### src/sv/lle_pkg.sv
// Shared types, codes and helper functions for the login line editor.
// No dependencies; imported by lle_seq, login_line_editor and the testbench.
package lle_pkg;

	localparam int NAME_CAPACITY_DEF = 50;
	localparam int CHAR_W            = 7;
	localparam int CFG_IDX_W         = 2;

	// configuration register indexes
	localparam logic [CFG_IDX_W-1:0] CFG_ERASE = 2'd0;
	localparam logic [CFG_IDX_W-1:0] CFG_KILL  = 2'd1;
	localparam logic [CFG_IDX_W-1:0] CFG_EOF   = 2'd2;

	localparam logic [CHAR_W-1:0] ERASE_RST = 7'd8;
	localparam logic [CHAR_W-1:0] KILL_RST  = 7'd21;
	localparam logic [CHAR_W-1:0] EOF_RST   = 7'd4;

	localparam logic [CHAR_W-1:0] CH_NUL = 7'h00;
	localparam logic [CHAR_W-1:0] CH_TAB = 7'h09;
	localparam logic [CHAR_W-1:0] CH_LF  = 7'h0A;
	localparam logic [CHAR_W-1:0] CH_FF  = 7'h0C;
	localparam logic [CHAR_W-1:0] CH_CR  = 7'h0D;
	localparam logic [CHAR_W-1:0] CH_SP  = 7'h20;
	localparam logic [CHAR_W-1:0] CH_HASH = 7'h23;
	localparam logic [CHAR_W-1:0] CH_AT  = 7'h40;
	localparam logic [CHAR_W-1:0] CH_UA  = 7'h41;
	localparam logic [CHAR_W-1:0] CH_UZ  = 7'h5A;
	localparam logic [CHAR_W-1:0] CH_LA  = 7'h61;
	localparam logic [CHAR_W-1:0] CH_LZ  = 7'h7A;
	localparam logic [CHAR_W-1:0] CASE_OFS = 7'h20;

	typedef enum logic [2:0] {
		EV_CHAR     = 3'd0,
		EV_KILL     = 3'd1,
		EV_SPEED    = 3'd2,
		EV_EOF      = 3'd3,
		EV_REPROMPT = 3'd4
	} ev_kind_t;

	typedef enum logic [2:0] {
		CLS_SPEED,
		CLS_IGNORE,
		CLS_EOF,
		CLS_KILL,
		CLS_ERASE,
		CLS_END,
		CLS_STORE
	} cls_t;

	typedef enum logic [1:0] {
		ST_IDLE,
		ST_FETCH,
		ST_SEND
	} state_t;

	typedef struct packed {
		logic [CHAR_W-1:0] erase_char;
		logic [CHAR_W-1:0] kill_char;
		logic [CHAR_W-1:0] eof_char;
	} cfg_regs_t;

	function automatic cls_t classify(input logic [CHAR_W-1:0] c, input cfg_regs_t cfg);
		cls_t r;
		priority if (c == CH_NUL)                          r = CLS_SPEED;
		else if (c == CH_SP || c == CH_TAB || c == CH_FF)  r = CLS_IGNORE;
		else if (c == cfg.eof_char)                        r = CLS_EOF;
		else if (c == cfg.kill_char || c == CH_AT)         r = CLS_KILL;
		else if (c == cfg.erase_char || c == CH_HASH)      r = CLS_ERASE;
		else if (c == CH_LF || c == CH_CR)                 r = CLS_END;
		else                                               r = CLS_STORE;
		return r;
	endfunction

	function automatic logic is_upper(input logic [CHAR_W-1:0] c);
		return (c >= CH_UA) && (c <= CH_UZ);
	endfunction

	function automatic logic is_lower(input logic [CHAR_W-1:0] c);
		return (c >= CH_LA) && (c <= CH_LZ);
	endfunction

	function automatic logic [CHAR_W-1:0] fold_char(input logic [CHAR_W-1:0] c,
			input logic en);
		return (en && is_upper(c)) ? c + CASE_OFS : c;
	endfunction

endpackage

### src/sv/lle_ram.sv
// Generic single-write, single-read RAM with registered read data.
// No dependencies.
module lle_ram #(
	parameter int WIDTH = 7,
	parameter int DEPTH = 50,
	localparam int AW = (DEPTH > 1) ? $clog2(DEPTH) : 1
) (
	input  logic             clk,
	input  logic             we,
	input  logic [AW-1:0]    waddr,
	input  logic [WIDTH-1:0] wdata,
	input  logic             re,
	input  logic [AW-1:0]    raddr,
	output logic [WIDTH-1:0] rdata
);

	logic [WIDTH-1:0] mem_q [DEPTH];
	logic [WIDTH-1:0] rdata_q;

	always_ff @(posedge clk) begin
		if (we) begin
			mem_q[waddr] <= wdata;
		end
		if (re) begin
			rdata_q <= mem_q[raddr];
		end
	end

	assign rdata = rdata_q;

endmodule

### src/sv/lle_seq.sv
// Character classifier, line state and readout sequencer of the login line editor.
// Depends on lle_pkg; drives the name store held in an lle_ram instance.
module lle_seq
	import lle_pkg::*;
#(
	parameter int NAME_CAPACITY = NAME_CAPACITY_DEF,
	localparam int AW = (NAME_CAPACITY > 1) ? $clog2(NAME_CAPACITY) : 1,
	localparam int LW = $clog2(NAME_CAPACITY + 1)
) (
	input  logic              clk,
	input  logic              arst_n,
	input  cfg_regs_t         cfg,
	input  logic              rx_valid,
	output logic              rx_stall,
	input  logic [7:0]        rx_byte,
	output logic              ev_valid,
	input  logic              ev_stall,
	output logic [2:0]        event_kind,
	output logic [CHAR_W-1:0] name_char,
	output logic              last_of_run,
	output logic              cr_ended,
	output logic              case_folded,
	output logic              ram_we,
	output logic [AW-1:0]     ram_waddr,
	output logic [CHAR_W-1:0] ram_wdata,
	output logic              ram_re,
	output logic [AW-1:0]     ram_raddr,
	input  logic [CHAR_W-1:0] ram_rdata
);

	state_t            state_q, state_d;
	logic [LW-1:0]     len_q;
	logic [LW-1:0]     idx_q;
	logic              up_q, lo_q;
	logic              cr_q, fold_q;

	logic              out_valid_q;
	ev_kind_t          kind_q;
	logic [CHAR_W-1:0] char_q;
	logic              last_q, cr_out_q, fold_out_q;

	logic [CHAR_W-1:0] c;
	cls_t              cls;
	logic              slot_free;
	logic              accept;
	logic              last_idx;
	logic              send;
	logic              line_empty;

	assign c          = rx_byte[CHAR_W-1:0];
	assign cls        = classify(c, cfg);
	assign slot_free  = !out_valid_q || !ev_stall;
	assign line_empty = (len_q == '0);
	assign last_idx   = ((idx_q + LW'(1)) == len_q);

	// next state
	always_comb begin
		state_d = state_q;
		unique case (state_q)
			ST_IDLE: begin
				if (accept && cls == CLS_END && !line_empty) state_d = ST_FETCH;
			end
			ST_FETCH: state_d = ST_SEND;
			ST_SEND: begin
				if (slot_free) state_d = last_idx ? ST_IDLE : ST_FETCH;
			end
			default: state_d = ST_IDLE;
		endcase
	end

	// FSM outputs
	always_comb begin
		rx_stall  = 1'b1;
		ram_re    = 1'b0;
		send      = 1'b0;
		unique case (state_q)
			ST_IDLE:  rx_stall = !slot_free;
			ST_FETCH: ram_re   = 1'b1;
			ST_SEND:  send     = slot_free;
			default:  rx_stall = 1'b1;
		endcase
	end

	assign accept    = rx_valid && !rx_stall;
	assign ram_raddr = idx_q[AW-1:0];
	assign ram_waddr = len_q[AW-1:0];
	assign ram_wdata = c;
	assign ram_we    = accept && cls == CLS_STORE && (len_q < LW'(NAME_CAPACITY));

	always_ff @(posedge clk or negedge arst_n) begin
		if (!arst_n) begin
			state_q     <= ST_IDLE;
			len_q       <= '0;
			idx_q       <= '0;
			up_q        <= 1'b0;
			lo_q        <= 1'b0;
			out_valid_q <= 1'b0;
		end else begin
			state_q <= state_d;
			if (!ev_stall) out_valid_q <= 1'b0;
			if (accept) begin
				unique case (cls)
					CLS_SPEED, CLS_EOF, CLS_KILL: begin
						len_q       <= '0;
						up_q        <= 1'b0;
						lo_q        <= 1'b0;
						out_valid_q <= 1'b1;
					end
					CLS_ERASE: begin
						if (!line_empty) len_q <= len_q - LW'(1);
					end
					CLS_END: begin
						if (line_empty) begin
							up_q        <= 1'b0;
							lo_q        <= 1'b0;
							out_valid_q <= 1'b1;
						end
						idx_q <= '0;
					end
					CLS_STORE: begin
						if (is_upper(c)) up_q <= 1'b1;
						else if (is_lower(c)) lo_q <= 1'b1;
						if (ram_we) len_q <= len_q + LW'(1);
					end
					default: ;
				endcase
			end
			if (send) begin
				out_valid_q <= 1'b1;
				if (last_idx) begin
					len_q <= '0;
					up_q  <= 1'b0;
					lo_q  <= 1'b0;
				end else begin
					idx_q <= idx_q + LW'(1);
				end
			end
		end
	end

	// result payload and per-name flags
	always_ff @(posedge clk) begin
		if (accept && cls == CLS_END) begin
			cr_q   <= (c == CH_CR);
			fold_q <= up_q && !lo_q;
		end
		if (accept) begin
			char_q     <= '0;
			last_q     <= 1'b1;
			cr_out_q   <= 1'b0;
			fold_out_q <= 1'b0;
			unique case (cls)
				CLS_SPEED: kind_q <= EV_SPEED;
				CLS_EOF:   kind_q <= EV_EOF;
				CLS_KILL:  kind_q <= EV_KILL;
				default:   kind_q <= EV_REPROMPT;
			endcase
		end
		if (send) begin
			kind_q     <= EV_CHAR;
			char_q     <= fold_char(ram_rdata, fold_q);
			last_q     <= last_idx;
			cr_out_q   <= cr_q;
			fold_out_q <= fold_q;
		end
	end

	assign ev_valid    = out_valid_q;
	assign event_kind  = kind_q;
	assign name_char   = char_q;
	assign last_of_run = last_q;
	assign cr_ended    = cr_out_q;
	assign case_folded = fold_out_q;

	a_len_bound: assert property (@(posedge clk) disable iff (!arst_n)
		len_q <= LW'(NAME_CAPACITY))
		else $error("line length beyond capacity");

	a_busy_stalls: assert property (@(posedge clk) disable iff (!arst_n)
		state_q != ST_IDLE |-> rx_stall)
		else $error("input taken during readout");

	a_idx_in_line: assert property (@(posedge clk) disable iff (!arst_n)
		state_q != ST_IDLE |-> idx_q < len_q)
		else $error("readout index past end of line");

	a_last_clears: assert property (@(posedge clk) disable iff (!arst_n)
		send && last_idx |=> len_q == '0 && state_q == ST_IDLE && ev_valid && last_of_run)
		else $error("final name character did not end the run");

	a_no_overwrite: assert property (@(posedge clk) disable iff (!arst_n)
		send |-> slot_free)
		else $error("result register overwritten while stalled");

endmodule

### src/sv/login_line_editor.sv
// Top level of the login line editor: configuration registers, name store
// and sequencer. Depends on lle_pkg, lle_ram and lle_seq.
//
// Usage:
//   rx channel: rx_valid/rx_stall with rx_byte; a byte transfers when
//   rx_valid is high and rx_stall low. Only the low 7 bits are used.
//   ev channel: ev_valid/ev_stall with event_kind, name_char, last_of_run,
//   cr_ended and case_folded; a result transfers when ev_valid is high and
//   ev_stall low.
//   cfg channel: cfg_valid/cfg_ready with cfg_index and cfg_data; always
//   ready. Index 0 erase, 1 kill, 2 end-of-file character; others ignored.
// Flow: a byte that gives one result (speed cycle, end of file, kill,
// reprompt) shows it in the output register the cycle after its transfer;
// a byte that is stored, erased or ignored gives no result and does not
// hold off the next byte. A line end with stored characters reads the name
// store one entry per fetch/send pair, and output stalls can hold the run;
// rx_stall stays high until the last character is in the output register.
// While the receiver stalls, the held result stays put and no new byte is
// taken. Reset empties the line and loads the default characters; the name
// store needs no clearing.
module login_line_editor
	import lle_pkg::*;
#(
	parameter int NAME_CAPACITY = NAME_CAPACITY_DEF,
	localparam int AW = (NAME_CAPACITY > 1) ? $clog2(NAME_CAPACITY) : 1
) (
	input  logic                 clk,
	input  logic                 arst_n,
	input  logic                 rx_valid,
	output logic                 rx_stall,
	input  logic [7:0]           rx_byte,
	output logic                 ev_valid,
	input  logic                 ev_stall,
	output logic [2:0]           event_kind,
	output logic [CHAR_W-1:0]    name_char,
	output logic                 last_of_run,
	output logic                 cr_ended,
	output logic                 case_folded,
	input  logic                 cfg_valid,
	output logic                 cfg_ready,
	input  logic [CFG_IDX_W-1:0] cfg_index,
	input  logic [CHAR_W-1:0]    cfg_data
);

	cfg_regs_t         cfg_q;
	logic              ram_we, ram_re;
	logic [AW-1:0]     ram_waddr, ram_raddr;
	logic [CHAR_W-1:0] ram_wdata, ram_rdata;

	assign cfg_ready = 1'b1;

	always_ff @(posedge clk or negedge arst_n) begin
		if (!arst_n) begin
			cfg_q.erase_char <= ERASE_RST;
			cfg_q.kill_char  <= KILL_RST;
			cfg_q.eof_char   <= EOF_RST;
		end else if (cfg_valid && cfg_ready) begin
			unique case (cfg_index)
				CFG_ERASE: cfg_q.erase_char <= cfg_data;
				CFG_KILL:  cfg_q.kill_char  <= cfg_data;
				CFG_EOF:   cfg_q.eof_char   <= cfg_data;
				default: ;
			endcase
		end
	end

	lle_ram #(
		.WIDTH (CHAR_W),
		.DEPTH (NAME_CAPACITY)
	) u_store (
		.clk   (clk),
		.we    (ram_we),
		.waddr (ram_waddr),
		.wdata (ram_wdata),
		.re    (ram_re),
		.raddr (ram_raddr),
		.rdata (ram_rdata)
	);

	lle_seq #(
		.NAME_CAPACITY (NAME_CAPACITY)
	) u_seq (
		.clk         (clk),
		.arst_n      (arst_n),
		.cfg         (cfg_q),
		.rx_valid    (rx_valid),
		.rx_stall    (rx_stall),
		.rx_byte     (rx_byte),
		.ev_valid    (ev_valid),
		.ev_stall    (ev_stall),
		.event_kind  (event_kind),
		.name_char   (name_char),
		.last_of_run (last_of_run),
		.cr_ended    (cr_ended),
		.case_folded (case_folded),
		.ram_we      (ram_we),
		.ram_waddr   (ram_waddr),
		.ram_wdata   (ram_wdata),
		.ram_re      (ram_re),
		.ram_raddr   (ram_raddr),
		.ram_rdata   (ram_rdata)
	);

endmodule

### config.mk
export PLATFORM = sky130hd
export DESIGN_NAME = login_line_editor
export DESIGN_NICKNAME = d
export VERILOG_FILES = /design/src/sv/lle_pkg.sv /design/src/sv/lle_ram.sv /design/src/sv/lle_seq.sv /design/src/sv/login_line_editor.sv
export SDC_FILE = /design/constraint.sdc
export NUM_CORES = 1
export LEC_CHECK = 0
export BUFFER_PORTS_ARGS = -buffer_cell sky130_fd_sc_hd__buf_4
export CAP_MARGIN = 20
export CORE_UTILIZATION = 46
export CTS_CLUSTER_DIAMETER = 200
export DETAILED_ROUTE_END_ITERATION = 7
export PLACE_DENSITY = 0.61
export SYNTH_ARGS = -nofsm -noshare
export SYNTH_HDL_FRONTEND = slang
export SYNTH_HIERARCHICAL = 1
export SYNTH_SLANG_ARGS = --single-unit
export TNS_END_PERCENT = 30
### constraint.sdc
create_clock -name clk -period 3.89 [get_ports clk]
set_input_delay 0.389 -clock clk [delete_from_list [all_inputs] [get_ports clk]]
set_output_delay 0.389 -clock clk [all_outputs]
set_load 0.05 [all_outputs]
==> run_results.csv, run 1 <==
group,metric,value,unit
worst_setup_path,r2r_cells,8,
power,internal_power,0.00866,W
cts,cts_max_path_buffers,3,
layout,fillCellCount,3170,
placed_design,dpl.hpwl,25000,µm
worst_setup_path,cp_slowest_cell,"nor2_1",
layout,layout_commonest_cell,"edfxtp_1",
layout,postLayoutCellArea,19900,µm²
global_routing,grt-ovfl-total,0,
layout,n_antenna_cell,0,
power,p_sw,0.00387,W
route,finalWirelength,39800,µm
power,p_leak,6.72,nW
die,rows,71,
cts,clk_latency,0.56,ns
worst_setup_path,slowest_delay,0.66,ns
route,wl_per_cell,22.5,µm
cts,cts.sinks,410,
placed_design,pre_cts_slack,0.513,ns
die,core,37700,µm²
worst_setup_path,crit_path_start,"u_seq/ev_valid",
layout,multi_input_area,5010,µm²
sta,post-route-period-util,0.836,
worst_setup_path,cp-start-kind,"flip-flop",
die,die_x,197,µm
sta,tightest_slew,1.03,ns
layout,final_cell_mix,"369 x edfxtp_1, 115 x mux2i_1, 97 x buf_4",
worst_setup_path,r2r-start,"u_seq/ev_valid",
worst_setup_path,worstSetupPathType,"reg2reg",
power,combPwrFrac,0.257,
worst_setup_path,worstPathArrival,3.44,ns
min_path,hold_class,"in2reg",
layout,syn2layout_area_growth,13.4,%
logic_synthesis,ys_seq_area_frac,0.688,
route,avgViaCountPerCell,5.59,
global_routing,antenna_found_initial,0,
sta,setup_viol,0,
cts,clk_pin_slew_worst_paths,0.05,ns
sta,slew_violations,0,
logic_synthesis,synth-edff-count,369,
job,drv_cap,0,
logic_synthesis,synthFlopType,"edfxtp_1",
worst_setup_path,crit_chain,"a211oi_1 -> nand2_1 -> a31oi_1 -> buf_4 -> and3_4 -> nor2b_1 -> nand3_1 -> nor2_1",
cts,cts_resized,0,
cts,cts_tree,"built",
worst_setup_path,cp-end-kind,"flip-flop",
logic_synthesis,synth_cell_types,71,
sta,slew_headroom,0.312,
sta,tns,0,ns
sta,worst_slack,0.637,ns
route,num_vias,9915,
power,seq_power_share,0.428,
die,start_util,0.467,
power,p_sw_frac,0.309,
die,dieArea,39000,µm²
layout,drive_above_1_share,0.196,
logic_synthesis,syn_area,17600,µm²
route,drc,0,
placed_design,io_buffers,35,
sta,rsz0062_at_grt,"no",
sta,fin_crit,3.25,ns
cts,post_cts_buffers,0,
worst_setup_path,required,4.08,ns
logic_synthesis,ys_ff_latch,410,
power,vdd_drop_max,0.466,mV
die,io_pins,38,
cts,numCtsBuffers,44,
placed_design,dpl_cell_area,18600,µm²
global_routing,grt_max_degree,89,
cts,htreeDepth,2,
worst_setup_path,r2r_end,"u_store/mem_q[46][2]",
worst_setup_path,cp-endpoint,"u_store/mem_q[46][2]",
sta,fmax,307,MHz
logic_synthesis,yosysWarnings,6,
route,firstDrtPassIters,5,
logic_synthesis,syn_nets,1179,
logic_synthesis,synthCells,1151,
global_routing,grt_pass1_vias,9808,
sta,hold_violations,0,
global_routing,grt_pass1_wl,60600,µm
layout,fin_nets,1257,
cts,cts_root_buffer,"clkbuf_16",
power,clkPwrFrac,0.315,
logic_synthesis,syn-mean-instance-area,15.3,µm²
worst_setup_path,rrSetupSlack,0.64,ns
logic_synthesis,async_flop_share,0.0927,
global_routing,grt_usage,0.209,
cts,cts_hold_buf,1,
route,ant_nets,0,
placed_design,gp_congestion,0.848,
power,power_density,629,nW/µm²
layout,final-seq-area,12100,µm²
worst_setup_path,worstPathMaxFanout,10,
sta,fin_worst_skew,0.0207,ns
run_status,status,"finished, final reports clean",
route,drtIter0Drc,937,
die,die_h,197,µm
-- critical path: cells and delay by family (launching register included) --
| family | cells | cell delay, ns |
|---|---|---|
| simple gates | 5 | 1.73 |
| flops | 1 | 0.40 |
| compound gates | 2 | 0.59 |
| buf+inv | 1 | 0.17 |
-- state kept, by name, summed over array words and instances, names as in the netlist --
signal,count
u_seq/ev_valid,1
u_seq/state_q,2
u_seq/up_q,1
u_seq/lo_q,1
u_store/mem_q,350
u_seq/case_folded,1
u_seq/cr_ended,1
u_seq/cr_q,1
u_seq/ram_waddr,6
u_store/rdata,7
u_seq/name_char,7
u_seq/last_of_run,1
u_seq/event_kind,3
u_seq/fold_q,1
u_seq/ram_raddr,6
cfg_q,21
-- synth_stat cells (all sizes together) (8+ instances only) --
master  count  area share
dfrtp      33       0.047
o21ai      24      0.0068
buf        45       0.019
xor2       16      0.0080
mux4       14       0.018
mux2i     115       0.065
a22oi      32       0.014
xnor2      19      0.0095
nand4       8      0.0028
and3        9      0.0038
o22ai      18      0.0064
a211oi      9      0.0041
edfxtp    369        0.63
nor3       28      0.0083
a31oi      15      0.0053
mux2       54       0.035
nand2b     10      0.0036
nand2      58       0.012
nand3      32      0.0091
a21oi      29      0.0085
inv        12      0.0026
nor2       69       0.015
clkbuf     23      0.0049
nor2b      14      0.0050
and2       11      0.0039
nand3b     10      0.0047
-- kinds of logic (layout without fill, tap and decap cells) --
kind of cell / count (synthesis) / in the layout / synth area share
DFF: 410 / 410 / 0.688
and+or+nand+nor: 278 / 278 / 0.0815
muxes: 183 / 183 / 0.118
AOI/OAI and AO/OA: 157 / 157 / 0.0621
buffers and inverters: 80 / 192 / 0.0268
xor gates and xnor gates: 36 / 36 / 0.0187
adders and majority gates: 6 / 6 / 0.00427
other: 1 / 1 / 0.000213
-- through the flow --
| step | power [W] | cells | hold slack [ns] | util |
|---|---|---|---|---|
| 6_report | 0.0125 | 1774 | 0.0971 | 0.529 |
| 3_3_place_gp | 0.00864 | 1693 | 0.402 | 0.493 |
| 2_1_floorplan | 0.00773 | 1151 | 0.0934 | - |
| 3_5_place_dp | 0.00867 | 1693 | 0.404 | 0.493 |
| 4_1_cts | 0.0126 | 1774 | 0.0803 | 0.529 |
| 5_1_grt | 0.0131 | 1774 | 0.0900 | 0.529 |
-- power groups by stage --
stage          clock [W]  sequential [W]  combinational (W)
6_report         0.00394         0.00536            0.00323
3_3_place_gp           0         0.00545            0.00319
5_1_grt          0.00421         0.00540            0.00345
4_1_cts          0.00403         0.00537            0.00323
2_1_floorplan          0         0.00539            0.00235
3_5_place_dp           0         0.00546            0.00321
-- worst min path at each step --
stage                      endpoint  slack [ns]  cells past startpoint        start
after CTS                 cfg_q[18]        0.08                      2  cfg_data[4]
after detailed placement  cfg_q[12]        0.40                      1       arst_n
after global placement    cfg_q[12]        0.40                      1       arst_n
final                     cfg_q[18]         0.1                      2  cfg_data[4]
after global routing       cfg_q[4]        0.09                      2  cfg_data[4]
after floorplan            cfg_q[0]        0.09                      0       arst_n
-- layer usage --
layer	share of wire	global-route usage	wire length [µm]
met3	0.052	0.0348	2080
met1	0.46	0.301	18300
met4	0.023	0.0594	900
met5	0	0	0
met2	0.47	0.328	18500
-- area by class of cell --
cell class                 instances  share of cell area
tap                              511              0.0321
clock buffer                      58              0.0600
timing repair buffer             100              0.0390
clock inverter                    22             0.00822
sequential                       410               0.607
multi-input combinational        661               0.251
inverter                          12             0.00226
Note: power is estimated with default switching activity, not from simulation.
==> inputs of run 2 (changes only) <==
--- a/config.mk
+++ b/config.mk
@@ -10,7 +10,7 @@
 export CORE_UTILIZATION = 46
 export CTS_CLUSTER_DIAMETER = 200
 export DETAILED_ROUTE_END_ITERATION = 7
-export PLACE_DENSITY = 0.61
+export PLACE_DENSITY = 0.63
 export SYNTH_ARGS = -nofsm -noshare
 export SYNTH_HDL_FRONTEND = slang
 export SYNTH_HIERARCHICAL = 1
==> constraint.sdc (replaced) <==
create_clock -name clk -period 2.6 [get_ports clk]
set_input_delay 0.26 -clock clk [delete_from_list [all_inputs] [get_ports clk]]
set_output_delay 0.26 -clock clk [all_outputs]
set_load 0.05 [all_outputs]
==> run 2 against run 1 <==
  * The flow now finishes with violations (negative setup slack)
  * Power grew 57%
  * Clock power grew 41%
  * Sequential share of layout area decreased by 3.6 points
==> run_results.csv, run 2 (synthesis gave the netlist of run 1 again) <==
group,metric,value,unit
power,p_sw,0.00614,W
sta,fin_crit,2.66,ns
route,drc,0,
layout,instances_no_fill,1856,
global_routing,grt_pass1_vias,10472,
power,combPwrFrac,0.313,
global_routing,globalRoute.busiestLayer,"met2",
sta,worst_slack,-0.0609,ns
sta,fin_hold_ws,0.143,ns
cts,htreeDepth,2,
die,rows,71,
placed_design,io_buffers,35,
worst_setup_path,cp-start-kind,"flip-flop",
power,seq_power_share,0.405,
cts,clk_pin_slew_worst_paths,0.06,ns
sta,post-route-period-util,1.02,
sta,rsz0062_at_grt,"yes",
power,power_density,928,nW/µm²
layout,final-seq-area,12100,µm²
die,io_pins,38,
sta,setup_viol,49,
run_status,violations,"negative setup slack",
global_routing,grt_usage,0.215,
worst_setup_path,worstPathMaxFanout,7,
power,p_sw_frac,0.312,
global_routing,use_met3,0.0299,
power,internal_power,0.0135,W
die,die_h,197,µm
route,firstDrtPassIters,8,
cts,clk_latency,0.55,ns
route,finalWirelength,41000,µm
sta,hold_violations,0,
placed_design,dp.cells,1774,
power,p_leak,7.16,nW
min_path,whs_path_depth,3,
power,clkPwrFrac,0.282,
global_routing,grt_pass1_wl,62000,µm
die,core,37700,µm²
sta,fin_worst_skew,0.0121,ns
layout,layout_commonest_cell,"edfxtp_1",
job,drv_cap,0,
die,dieArea,39000,µm²
cts,cts_max_path_buffers,3,
cts,cts_root_buffer,"clkbuf_16",
placed_design,gp_congestion,0.880,
layout,fin_nets,1344,
layout,top_regs,"u_store/mem_q x350, cfg_q x21",
die,die_x,197,µm
run_status,status,"finished with violations",
cts,cts_tree,"built",
global_routing,met1_usage,0.303,
worst_setup_path,crit_path_frequent_cell,"and3_4",
power,vdd_drop_max,0.597,mV
cts,numCtsBuffers,41,
layout,n_antenna_cell,0,
layout,multi_input_area,5480,µm²
sta,slew_violations,0,
route,wl_per_cell,22.1,µm
route,num_vias,10383,
worst_setup_path,r2r_cells,10,
worst_setup_path,cp-end-kind,"flip-flop",
worst_setup_path,cp_slowest_cell,"dfstp_2",
route,drtIter0Drc,879,
global_routing,grt-ovfl-total,0,
worst_setup_path,required,2.83,ns
global_routing,antenna_found_initial,0,
sta,fmax,376,MHz
worst_setup_path,worstSetupPathType,"reg2reg",
layout,top_register,"u_store/mem_q",
placed_design,dpl.hpwl,27500,µm
layout,final_cell_mix,"369 x edfxtp_1, 159 x buf_4, 111 x mux2i_1",
route,ant_nets,0,
min_path,hold_class,"in2reg",
route,avgViaCountPerCell,5.59,
die,start_util,0.467,
worst_setup_path,crit_chain,"xnor2_1 -> nand4_1 -> o32a_4 -> and3_4 -> and3_4 -> nor4bb_4 -> buf_4 -> nand2b_4 -> buf_12 -> nor2_4",
worst_setup_path,worstPathArrival,2.89,ns
sta,tightest_slew,0.837,ns
layout,syn2layout_area_growth,20.5,%
global_routing,grt_max_degree,43,
sta,slew_headroom,0.441,
layout,fillCellCount,3009,
layout,drive_above_1_share,0.300,
cts,cts.sinks,410,
layout,largest_reg_flops,350,
worst_setup_path,slowest_delay,0.54,ns
global_routing,met2_usage,0.340,
run 2: cell type report:
cell class / count / area share
flip-flops and latches: 410 / 0.571
multi-input cells: 661 / 0.259
repair buffers: 190 / 0.0786
clock buffers: 51 / 0.0522
well taps: 511 / 0.0302
clock inverters: 21 / 0.00679
inverters: 12 / 0.00213
run 2: per-stage QoR:
step | worst slack (ns) | TNS (ns) | power [W] | utilization | instance area [µm²]
floorplan | -0.00188 | -0.0257 | 0.0117 | - | 17700
global placement | -0.477 | -72.27 | 0.0137 | 0.517 | 19500
detailed placement | -0.499 | -80.58 | 0.0138 | 0.517 | 19500
CTS | -0.116 | -9.50 | 0.0196 | 0.557 | 21000
global route | -0.177 | -20.73 | 0.0204 | 0.562 | 21200
finish | -0.0609 | -1.52 | 0.0197 | 0.562 | 21200
run 2: power groups by stage:
stage | Clock, W | Combinational, W | Sequential [W]
after global routing | 0.00591 | 0.00650 | 0.00801
final | 0.00555 | 0.00615 | 0.00797
after CTS | 0.00568 | 0.00595 | 0.00797
after detailed placement | 0 | 0.00572 | 0.00810
after global placement | 0 | 0.00566 | 0.00809
after floorplan | 0 | 0.00360 | 0.00807
run 2: routing by layer:
| layer | share of wire | vias up |
|---|---|---|
| li1 | - | 4782 |
| met1 | 0.45 | 5207 |
| met2 | 0.47 | 325 |
| met3 | 0.056 | 69 |
| met4 | 0.027 | 0 |
| met5 | 0 | - |
run 2: final timing paths:
kind | slack [ns] | from | endpoint
min in group asynchronous | 0.21 | arst_n | cfg_q[0]
worst min-delay path | 0.14 | cfg_index[1] | cfg_q[20]
worst max register to register | -0.06 | cfg_q[7] | u_store/mem_q[38][4]
max in group asynchronous | 2.01 | arst_n | u_seq/ram_raddr[0]
worst min register to register | 0.48 | u_seq/event_kind[1] | u_seq/event_kind[1]
worst max-delay path | -0.06 | cfg_q[7] | u_store/mem_q[38][4]
run 2: timing repair:
item / CTS / global route
endpoints found under the hold margin: 54 / 0
resized for setup: 45 / 48
setup endpoints to repair: 341 / 343
pin swaps: 7 / 16
setup buffers: 2 / 0
hold buffers: 8 / 0
run 2: worst max-delay path, delay by kind of cell, from the launching register on:
| kind | cells | cell delay [ns] |
|---|---|---|
| flip-flops | 1 | 0.54 |
| XOR/XNOR | 1 | 0.07 |
| AND/OR/NAND/NOR | 6 | 1.22 |
| buffers and inverters | 2 | 0.33 |
| AO/OA/AOI/OAI | 1 | 0.20 |
